--- src/hdl/tsyn_pkg.sv ---
// ----------------------------------------------------------------------------
// tsyn_pkg
// Shared types and constants for the IPv4/TCP SYN header builder.
// ----------------------------------------------------------------------------
`default_nettype none

package tsyn_pkg;

  localparam int unsigned NUM_WORDS = 10;
  localparam int unsigned IDX_W     = 4;
  localparam int unsigned ACC_W     = 20;
  localparam int unsigned ADDR_SUM_W = 18;

  localparam logic [IDX_W-1:0] LAST_IDX = IDX_W'(NUM_WORDS - 1);

  // configuration register indexes
  localparam logic [1:0] CFG_IP_IDENT = 2'd0;
  localparam logic [1:0] CFG_TTL      = 2'd1;
  localparam logic [1:0] CFG_DEF_WIN  = 2'd2;

  localparam logic [15:0] IDENT_RST   = 16'd54321;
  localparam logic [7:0]  TTL_RST     = 8'd64;
  localparam logic [15:0] DEF_WIN_RST = 16'hFFFF;

  localparam logic [7:0]  IP_VER_IHL = 8'h45;
  localparam logic [15:0] HDR_TOTAL  = 16'd40;
  localparam logic [7:0]  PROTO_TCP  = 8'd6;
  localparam logic [15:0] TCP_LEN    = 16'd20;
  localparam logic [3:0]  TCP_DOFF   = 4'd5;

  localparam logic [31:0] WORD0 = {IP_VER_IHL, 8'h00, HDR_TOTAL};

  typedef struct packed {
    logic [31:0] src;
    logic [31:0] dst;
    logic [15:0] sport;
    logic [15:0] dport;
    logic [31:0] seq;
    logic [5:0]  flg;
    logic [15:0] win;
    logic [15:0] ident;
    logic [7:0]  ttl;
  } req_t;

  typedef struct packed {
    req_t                  req;
    logic [ADDR_SUM_W-1:0] addr_sum;
  } s1_t;

  typedef struct packed {
    req_t             req;
    logic [ACC_W-1:0] ip_acc;
    logic [ACC_W-1:0] tcp_acc;
  } s2_t;

  typedef struct packed {
    req_t        req;
    logic [15:0] ip_csum;
    logic [15:0] tcp_csum;
  } hdr_t;

  // end-around carry fold and complement
  function automatic logic [15:0] finish_sum(input logic [ACC_W-1:0] acc);
    logic [16:0] f1;
    logic [15:0] f2;
    f1 = {13'd0, acc[ACC_W-1:16]} + {1'b0, acc[15:0]};
    f2 = f1[15:0] + {15'd0, f1[16]};
    return ~f2;
  endfunction

endpackage

`default_nettype wire

--- src/hdl/tsyn_hdr_pipe.sv ---
// ----------------------------------------------------------------------------
// tsyn_hdr_pipe
// Three-stage checksum pipeline: capture and address sum, header sums, fold.
// ----------------------------------------------------------------------------
`default_nettype none

module tsyn_hdr_pipe
  import tsyn_pkg::*;
(
  input  wire logic        clk,
  input  wire logic        rst_n,
  input  wire logic        up_valid,
  output logic             up_ready,
  input  wire req_t        up_req,
  output logic             dn_valid,
  input  wire logic        dn_ready,
  output hdr_t             dn_hdr
);

  logic v1_r, v2_r, v3_r;
  s1_t  s1_r, s1_nxt;
  s2_t  s2_r, s2_nxt;
  hdr_t s3_r, s3_nxt;
  logic adv1, adv2, adv3;

  assign adv3     = !v3_r || dn_ready;
  assign adv2     = !v2_r || adv3;
  assign adv1     = !v1_r || adv2;
  assign up_ready = adv1;
  assign dn_valid = v3_r;
  assign dn_hdr   = s3_r;

  always_comb begin
    s1_nxt.req      = up_req;
    s1_nxt.addr_sum = ADDR_SUM_W'(up_req.src[31:16]) + ADDR_SUM_W'(up_req.src[15:0])
                    + ADDR_SUM_W'(up_req.dst[31:16]) + ADDR_SUM_W'(up_req.dst[15:0]);
  end

  always_comb begin
    s2_nxt.req    = s1_r.req;
    s2_nxt.ip_acc = ACC_W'(s1_r.addr_sum) + ACC_W'({IP_VER_IHL, 8'h00}) + ACC_W'(HDR_TOTAL)
                  + ACC_W'(s1_r.req.ident) + ACC_W'({s1_r.req.ttl, PROTO_TCP});
    // pseudo-header adds protocol and TCP length on top of the addresses
    s2_nxt.tcp_acc = ACC_W'(s1_r.addr_sum) + ACC_W'(PROTO_TCP) + ACC_W'(TCP_LEN)
                   + ACC_W'(s1_r.req.sport) + ACC_W'(s1_r.req.dport)
                   + ACC_W'(s1_r.req.seq[31:16]) + ACC_W'(s1_r.req.seq[15:0])
                   + ACC_W'({TCP_DOFF, 6'd0, s1_r.req.flg}) + ACC_W'(s1_r.req.win);
  end

  always_comb begin
    s3_nxt.req      = s2_r.req;
    s3_nxt.ip_csum  = finish_sum(s2_r.ip_acc);
    s3_nxt.tcp_csum = finish_sum(s2_r.tcp_acc);
  end

  always_ff @(posedge clk) begin
    if (!rst_n) begin
      v1_r <= 1'b0;
      v2_r <= 1'b0;
      v3_r <= 1'b0;
    end else begin
      if (adv1) v1_r <= up_valid;
      if (adv2) v2_r <= v1_r;
      if (adv3) v3_r <= v2_r;
    end
  end

  always_ff @(posedge clk) begin
    if (adv1 && up_valid) s1_r <= s1_nxt;
    if (adv2 && v1_r)     s2_r <= s2_nxt;
    if (adv3 && v2_r)     s3_r <= s3_nxt;
  end

endmodule

`default_nettype wire

--- src/hdl/tsyn_word_ser.sv ---
// ----------------------------------------------------------------------------
// tsyn_word_ser
// Holds one finished header and sends it out as ten 32-bit words.
// ----------------------------------------------------------------------------
`default_nettype none

module tsyn_word_ser
  import tsyn_pkg::*;
(
  input  wire logic             clk,
  input  wire logic             rst_n,
  input  wire logic             up_valid,
  output logic                  up_ready,
  input  wire hdr_t             up_hdr,
  output logic                  out_valid,
  input  wire logic             out_ready,
  output logic [31:0]           out_word,
  output logic [IDX_W-1:0]      out_idx,
  output logic                  out_last
);

  hdr_t             hdr_r;
  logic             valid_r, valid_nxt;
  logic [IDX_W-1:0] idx_r, idx_nxt;
  logic             take, load, is_last;

  assign is_last  = (idx_r == LAST_IDX);
  assign take     = valid_r && out_ready;
  assign up_ready = !valid_r || (out_ready && is_last);
  assign load     = up_valid && up_ready;

  assign out_valid = valid_r;
  assign out_idx   = idx_r;
  assign out_last  = is_last;

  always_comb begin
    unique case (idx_r)
      4'd0:    out_word = WORD0;
      4'd1:    out_word = {hdr_r.req.ident, 16'h0000};
      4'd2:    out_word = {hdr_r.req.ttl, PROTO_TCP, hdr_r.ip_csum};
      4'd3:    out_word = hdr_r.req.src;
      4'd4:    out_word = hdr_r.req.dst;
      4'd5:    out_word = {hdr_r.req.sport, hdr_r.req.dport};
      4'd6:    out_word = hdr_r.req.seq;
      4'd8:    out_word = {TCP_DOFF, 6'd0, hdr_r.req.flg, hdr_r.req.win};
      4'd9:    out_word = {hdr_r.tcp_csum, 16'h0000};
      default: out_word = 32'h0000_0000;  // ack number and unused codes
    endcase
  end

  always_comb begin
    valid_nxt = valid_r;
    idx_nxt   = idx_r;
    priority if (load) begin
      valid_nxt = 1'b1;
      idx_nxt   = '0;
    end else if (take && is_last) begin
      valid_nxt = 1'b0;
    end else if (take) begin
      idx_nxt = idx_r + IDX_W'(1);
    end
  end

  always_ff @(posedge clk) begin
    if (!rst_n) begin
      valid_r <= 1'b0;
      idx_r   <= '0;
    end else begin
      valid_r <= valid_nxt;
      idx_r   <= idx_nxt;
    end
  end

  always_ff @(posedge clk) begin
    if (load) hdr_r <= up_hdr;
  end

endmodule

`default_nettype wire

--- src/hdl/tcp_syn_packet_builder.sv ---
// ----------------------------------------------------------------------------
// tcp_syn_packet_builder
// IPv4 + TCP header generator with Internet checksums.
// ----------------------------------------------------------------------------
// Each accepted request comes out as a 40-byte header: ten 32-bit big-endian
// words, word 0 first, out_word_index counting 0..9 and out_last_word high on
// word 9. The request passes a three-stage pipeline (capture plus address
// sum, IPv4 and pseudo-header sums, carry fold and complement), then a word
// serializer that holds one header. The output port sends one word per cycle
// while out_ready is high; the first word of a request appears once it has
// passed the pipeline registers and been loaded into the serializer. While a
// header is being sent, up to three more requests sit in the pipeline, and the
// next header, if it waits at the pipeline output, follows with no gap.
// A zero window selects default_window. Checksums of zero are sent as zero.
// Config writes (cfg_ready is always high) must come only while the block
// is idle; index 3 is ignored.
// ----------------------------------------------------------------------------
`default_nettype none

module tcp_syn_packet_builder
  import tsyn_pkg::*;
(
  input  wire logic        clk,
  input  wire logic        rst_n,
  // request channel
  input  wire logic        in_valid,
  output logic             in_ready,
  input  wire logic [31:0] in_source_addr,
  input  wire logic [31:0] in_dest_addr,
  input  wire logic [15:0] in_source_port,
  input  wire logic [15:0] in_dest_port,
  input  wire logic [31:0] in_sequence_number,
  input  wire logic [5:0]  in_flag_bits,
  input  wire logic [15:0] in_window_size,
  // header word channel
  output logic             out_valid,
  input  wire logic        out_ready,
  output logic [31:0]      out_header_word,
  output logic [3:0]       out_word_index,
  output logic             out_last_word,
  // config write channel
  input  wire logic        cfg_valid,
  output logic             cfg_ready,
  input  wire logic [1:0]  cfg_index,
  input  wire logic [15:0] cfg_data
);

  logic [15:0] ident_r;
  logic [7:0]  ttl_r;
  logic [15:0] def_win_r;

  req_t req;
  hdr_t hdr;
  logic hdr_valid, hdr_ready;

  assign cfg_ready = 1'b1;

  // config registers; writes must come only while idle (the block itself does
  // not enforce this), so the pipeline samples them live at capture
  always_ff @(posedge clk) begin
    if (!rst_n) begin
      ident_r   <= IDENT_RST;
      ttl_r     <= TTL_RST;
      def_win_r <= DEF_WIN_RST;
    end else if (cfg_valid) begin
      unique case (cfg_index)
        CFG_IP_IDENT: ident_r   <= cfg_data;
        CFG_TTL:      ttl_r     <= cfg_data[7:0];
        CFG_DEF_WIN:  def_win_r <= cfg_data;
        default:      ;  // out-of-list index: dropped
      endcase
    end
  end

  always_comb begin
    req.src   = in_source_addr;
    req.dst   = in_dest_addr;
    req.sport = in_source_port;
    req.dport = in_dest_port;
    req.seq   = in_sequence_number;
    req.flg   = in_flag_bits;
    // zero window means "use the default", even if the default is zero
    req.win   = (in_window_size == 16'd0) ? def_win_r : in_window_size;
    req.ident = ident_r;
    req.ttl   = ttl_r;
  end

  tsyn_hdr_pipe u_pipe (
    .clk      (clk),
    .rst_n    (rst_n),
    .up_valid (in_valid),
    .up_ready (in_ready),
    .up_req   (req),
    .dn_valid (hdr_valid),
    .dn_ready (hdr_ready),
    .dn_hdr   (hdr)
  );

  tsyn_word_ser u_ser (
    .clk       (clk),
    .rst_n     (rst_n),
    .up_valid  (hdr_valid),
    .up_ready  (hdr_ready),
    .up_hdr    (hdr),
    .out_valid (out_valid),
    .out_ready (out_ready),
    .out_word  (out_header_word),
    .out_idx   (out_word_index),
    .out_last  (out_last_word)
  );

  // a header never breaks up: a non-final word is followed by the next one
  a_word_seq: assert property (@(posedge clk) disable iff (!rst_n)
    out_valid && out_ready && !out_last_word |=>
      out_valid && (out_word_index == $past(out_word_index) + 4'd1))
    else $error("header word sequence broken");

  // word 0 is the fixed version/length word
  a_word0: assert property (@(posedge clk) disable iff (!rst_n)
    out_valid && (out_word_index == 4'd0) |-> out_header_word == WORD0)
    else $error("bad first header word");

  // with nothing on the output the whole pipe can take a request
  a_idle_ready: assert property (@(posedge clk) disable iff (!rst_n)
    !out_valid |-> in_ready)
    else $error("input stalled while output is empty");

  // an index never runs past the last word
  a_idx_range: assert property (@(posedge clk) disable iff (!rst_n)
    out_valid |-> (out_word_index <= LAST_IDX))
    else $error("word index out of range");

endmodule

`default_nettype wire

--- config.mk ---
export PLATFORM = sky130hd
export DESIGN_NAME = tcp_syn_packet_builder
export DESIGN_NICKNAME = d
export VERILOG_FILES = /design/src/hdl/tsyn_pkg.sv /design/src/hdl/tsyn_hdr_pipe.sv /design/src/hdl/tsyn_word_ser.sv /design/src/hdl/tcp_syn_packet_builder.sv
export SDC_FILE = /design/constraint.sdc
export NUM_CORES = 1
export LEC_CHECK = 0
export BUFFER_PORTS_ARGS = -buffer_cell sky130_fd_sc_hd__buf_2
export CAP_MARGIN = 20
export CORE_MARGIN = 1
export CORE_UTILIZATION = 60
export CTS_CLUSTER_DIAMETER = 150
export DETAILED_ROUTE_END_ITERATION = 8
export PLACE_DENSITY = 0.79
export SYNTH_ARGS = -nofsm -noshare
export SYNTH_HDL_FRONTEND = slang
export SYNTH_SLANG_ARGS = --single-unit
export TNS_END_PERCENT = 100
--- constraint.sdc ---
create_clock -name clk -period 22.8 [get_ports clk]
set_input_delay 0 -clock clk [delete_from_list [all_inputs] [get_ports clk]]
set_output_delay 0 -clock clk [all_outputs]
set_load 0.005 [all_outputs]
Word level (Yosys, flattened, before mapping)

Cells that the tools add are included.

Logic and storage cells: 113
Output and inout port bits: 40
Input port bits: 173
Register bits after elaboration: 866

Bitwise operators: 4
Eq/ne operators: 10
Add/subtract/negate cells: 20
Reduce and logical (&&, ||, !) cells: 24
Multiplexer cells: 4

Operators with widths:

| cell                                                                  | number |
|---|---|
| 32-bit one-hot mux with 9 select lines                                | 1 |
| 20-bit by 16-bit adder with 20-bit output                             | 7 |
| 18-bit by 16-bit adder with 18-bit output                             | 2 |
| 4-bit by 16-bit adder with 17-bit output                              | 2 |
| 16-bit by 1-bit adder with 16-bit output                              | 2 |
| 16-bit inverter                                                       | 2 |
| 20-bit by 15-bit adder with 20-bit output                             | 1 |
| 20-bit by 5-bit adder with 20-bit output, second input constant       | 1 |
| 20-bit by 6-bit adder with 20-bit output, second input constant       | 1 |
| 18-bit by 15-bit adder with 19-bit output, second input constant      | 1 |
| 18-bit by 3-bit adder with 19-bit output, second input constant       | 1 |
| 16-bit by 16-bit adder with 17-bit output                             | 1 |
| 16-bit zero test                                                      | 1 |
| 16-bit 2-to-1 mux                                                     | 1 |
| 4-bit by 3-bit equality test with 1-bit output, second input constant | 3 |
| 4-bit by 2-bit equality test with 1-bit output, second input constant | 2 |
| 4-bit equality test, second input constant                            | 2 |
| 2-bit AND reduction                                                   | 4 |
| 1-bit logical AND                                                     | 7 |
| 4-bit by 1-bit adder with 4-bit output, second input constant         | 1 |
| 4-bit by 1-bit equality test with 1-bit output, second input constant | 1 |
| 1-bit zero test                                                       | 4 |
| 4-bit zero test                                                       | 1 |
| 1-bit logical OR                                                      | 4 |
| other kinds (7)                                                       | 9 |

Longest topological paths before layout

Depth after elaboration: 8
Mapped depth: 20
Mapped depth without buffers: 20

Cells and area by module

From an unflattened synthesis, not the netlist that was laid out.

Cells, all modules: 2130
Area, all modules: 35251.3 um^2

By module, submodules not included:

| module                 | times used | cells an instance | area an instance (um^2) | seq. area each (um^2) |
|---|---|---|---|---|
| tsyn_hdr_pipe          | 1          | 1454              | 25480.7                 | 18437.7 |
| tsyn_word_ser          | 1          | 483               | 8131.5                  | 6286.0 |
| tcp_syn_packet_builder | 1          | 193               | 1639.1                  | 800.8 |

Worst setup path before layout

OpenSTA, ideal clock, no wires.

Kind: reg-to-reg
Start: register u_ser.idx_r[0] (netlist: u_ser.out_idx[0])
End: register u_pipe.s2_r[0] in the netlist's numbering (enable)
Clock period less this slack: 17703 ps
Library setup time: 1116 ps
Arrival time: 16588 ps
Slack: 5097 ps
Buffers on the path: 1
Stages on the path, launching flop included: 7
Data required time: 21684 ps
Cells stage by stage: dfxtp_1 > ha_1 > and3b_1 > nand2_1 > and3_1 > clkbuf_1 > a21boi_0

Cells in the longest elaborated chain, start to end: 6

RTL lines:

| item                     | RTL line            | text |
|---|---|---|
| start: declaration       | tsyn_word_ser.sv:24 | `logic [IDX_W-1:0] idx_r, idx_nxt;` |
| start signal: assignment | tsyn_word_ser.sv:70 | `idx_r <= idx_nxt;` |
| 4-bit equality test      | tsyn_word_ser.sv:27 | `assign is_last = (idx_r == LAST_IDX);` |
| 1-bit logical AND        | tsyn_word_ser.sv:29 | `assign up_ready = !valid_r \|\| (out_ready && is_last);` |
| 1-bit logical OR         | tsyn_word_ser.sv:29 |  |
| 1-bit logical OR         | tsyn_hdr_pipe.sv:26 | `assign adv3 = !v3_r \|\| dn_ready;` |
| 1-bit logical OR         | tsyn_hdr_pipe.sv:27 | `assign adv2 = !v2_r \|\| adv3;` |
| 1-bit logical AND        | tsyn_hdr_pipe.sv:70 | `if (adv2 && v1_r) s2_r <= s2_nxt;` |
| end signal: assignment   | tsyn_hdr_pipe.sv:70 |  |
| end: declaration         | tsyn_hdr_pipe.sv:22 | `s2_t s2_r, s2_nxt;` |

Every way passes these cells.
A chain may end at the register's enable or synchronous reset.

==> results.cfg <==
[run_status]
status = finished, final reports clean

[critical_path]
slowest_stage = fa_1
crit_cells = 18
cp_max_fo = 5
critPathKind = flop to flop
start_kind = flop
cp_data_arrival_time_ns = 6.36
cp_top_family = adder cells
cp_data_required_time_ns = 23.29
r2r-end = u_pipe.s2_r[18]
endpoint_kind = flop
path_buf_inv = 4
critPathMaxStageDelay_ns = 0.57
rr_worst_depth = 18
path_cells = inv_1 -> ha_1 -> xnor2_1 -> fa_1 -> inv_1 -> fa_1 -> inv_1 -> fa_1 -> fa_1 -> inv_1 -> fa_1 -> nor2b_1 -> o21ai_0 -> a21boi_0 -> o221ai_1 -> o211a_1 -> nor4b_1 -> nand4b_1
r2r_start = u_pipe.s1_r[1]
r2r_setup_slack_ns = 16.93
path_common_cell = fa_1

[final_layout]
area_delta_synth_final_pct = 19.0
final_nets = 3055
final_util_pct = 72.7
fin_area_sq_mm = 0.0423
fill_cells = 3412
drive_gt1_share_pct = 14.4

[floorplanning]
std_cell_rows = 88
die_w_um = 245
die_area_sq_mm = 0.0602
chipHeight_um = 245
core_area_sq_mm = 0.0581
io_pins = 213
initial_core_util_pct = 61.1

[clocking]
clk_path_buf_depth = 3
clock-root-buffer = clkbuf_16
cts_resized = 0
cts_made_buffers = 85
worstSkewPairLatency_ns = 0.64
cts.sink_count = 866
htree_num_levels = 3
cts_setup_buffers = 0
cts_tree = built
clk_transition_reported_paths_ns = 0.06

[synth]
synth_ff_type = edfxtp_1
synth_edf_count = 818
synth.largest_area_cell = edfxtp_1
syn_nets = 2604
netlist_instances = 2218
synth-seq-cells = 866
yosys.cell_types.count = 76
avgSynthCellArea_sq_um = 16.0
async_reset_ff_share_pct = 0
netlist.area_leader.share_pct = 69.1
yosys_warnings = 0
yosysSeqAreaShare_pct = 71.9
syn_area_sq_mm = 0.0355
synth_area_leaders = edfxtp_1, fa_1, ha_1

[global_routing]
grt_max_degree = 82
antenna_found_initial = 7
grt_pass1_wl_um = 134000
grt_pass1_vias = 21300
track_usage_pct = 31.2
gr-total-overflow = 0

[job]
cap_violations = 0

[pwr]
p_per_area_mw_per_mm2 = 135
sw_frac_of_total_pct = 34.2
seq_power_share_pct = 36.5
p_switching_w = 0.00195
leakage_nw = 16.2
peakVddDrop_mv = 0.138
internal_power_w = 0.00375
pwr-share-clk_pct = 25.1
combPwrFrac_pct = 38.4

[route]
drc = 0
wl_um = 92400
drt-vias-per-instance = 6.02
drt-initial-drc-count = 2410
routed-via-count = 21100
drtPass1Iterations = 6
ant_nets = 0
wl_per_cell_um = 26.4

[placement]
io_buffers = 211
place_ws_ns = 17.08
place_congestion = 0.939
hpwl_um = 59000
placedInstanceArea_sq_mm = 0.0375

[timing]
period_minus_slack_ns = 5.87
fmaxAchievable_mhz = 170
layout_setup_ws_ns = 16.93
fin_skew_ns = 0.0225
report.final.slew_viol_count = 0
setup_viol = 0
fin_tns_setup_ns = 0
whs_ns = 0.0772
tightest_slew_ns = 1.10
rsz0062_at_grt = false
hold_viol_final = 0
max_slew_margin_pct = 26.6
period_share_pct = 25.7

[hold_path]
hp-start = in_sequence_number[4]
hp-class = input port to flop
holdPathStages = 2
whs_endpoint = u_pipe.s1_r[68]
[synthesized netlist by cell type, drive strengths merged (8+ instances only)]
master and count:
edfxtp 818, inv 231, ha 115, nand2 108
fa 98, nand3 77, xnor2 76, a22oi 73
nor2 63, a21oi 62, a21o 58, clkbuf 48
dfxtp 48, xor2 47, o21ai 37, nor2b 24
and3 17, a21boi 15, o21a 15, a31oi 12
and2 11, nand2b 11, nor3 11, a22o 10
mux2i 10, a211oi 9, nand3b 9, a222oi 8
and4 8, nand4 8, nor4 8
[through the flow]
| stage | std cells | power [W] |
|---|---|---|
| after floorplan | 2218 | 0.00371 |
| after global placement | 3163 | 0.00413 |
| after detailed placement | 3163 | 0.00420 |
| after CTS | 3500 | 0.00566 |
| after global routing | 3504 | 0.00600 |
| final | 3504 | 0.00570 |
[cell usage in the layout (no fill, tap or decap), types with 48 or more instances in the layout]
master,synthesis,layout
edfxtp_1,818,818
ha_1,115,115
a22oi_1,72,72
a21o_1,57,57
dfxtp_1,48,48
a21oi_1,62,62
xnor2_1,76,76
nor2_1,62,62
fa_1,98,98
nand3_1,77,77
nand2_1,108,108
buf_2,1,211
dlygate4sd3_1,0,182
inv_1,231,231
clkbuf_16,0,92
[per-layer routing]
metal  up-vias  wire, um  GRT usage, %
met4         4      3970          13.7
met2      1320     44800          50.9
met5         -        24             0
li1       9054         -             -
met1     10500     34200          41.4
met3       246      9440          5.62
[power groups by stage]
stage               Clock (W)  Sequential, W  Combinational, W
detailed placement          0        0.00211           0.00210
finish                0.00143        0.00208           0.00219
CTS                   0.00143        0.00208           0.00215
global route          0.00150        0.00209           0.00242
global placement            0        0.00210           0.00203
floorplan                   0        0.00209           0.00162
[area by class of cell]
| cell class | count | area (sq um) | area share (%) |
|---|---|---|---|
| flip-flops and latches | 866 | 25500 | 60.4 |
| multi-input cells | 1069 | 8980 | 21.3 |
| repair buffers | 416 | 3090 | 7.31 |
| clock buffers | 112 | 2470 | 5.84 |
| well taps | 765 | 957 | 2.26 |
| inverters | 231 | 867 | 2.05 |
| clock inverters | 43 | 369 | 0.873 |
| diodes | 2 | 5.00 | 0.0118 |
[timing repair]
item / in CTS / in global routing
setup endpoints to repair: 0 / 0
hold buffers: 182 / 0
hold endpoints to repair: 199 / 0
[state kept, by name (all words and copies together), names as in the netlist, 4 cells and up]
name / count
u_ser.out_idx: 4
def_win_r: 16
ttl_r: 8
u_pipe.dn_hdr: 206
u_ser.hdr_r: 206
u_pipe.s2_r: 214
ident_r: 16
u_pipe.s1_r: 192
[kinds of logic (layout without fill, tap and decap cells)]
kind of cell	after synthesis	after routing	share of synthesized area (%)
multiplexers	11	11	0.313
buffers and inverters	283	802	3.01
other	1	3	0.0106
AND/OR/NAND/NOR	377	377	5.41
adder cells (fa/ha/maj)	213	213	9.57
AO/OA/AOI/OAI	344	344	6.80
flip-flops	866	866	71.9
XOR/XNOR	123	123	3.03
[worst max path at each step]
stage                          start               to  slack, ns
finish                u_pipe.s1_r[1]  u_pipe.s2_r[18]      16.93
global route          u_pipe.s1_r[1]  u_pipe.s2_r[18]      16.75
global placement      u_pipe.s1_r[1]  u_pipe.s2_r[18]      17.31
detailed placement    u_pipe.s1_r[1]  u_pipe.s2_r[18]      17.08
floorplan           u_ser.out_idx[0]   u_pipe.s2_r[0]       5.10
CTS                   u_pipe.s1_r[1]  u_pipe.s2_r[18]      17.03
(Power assumes the default switching activity.)
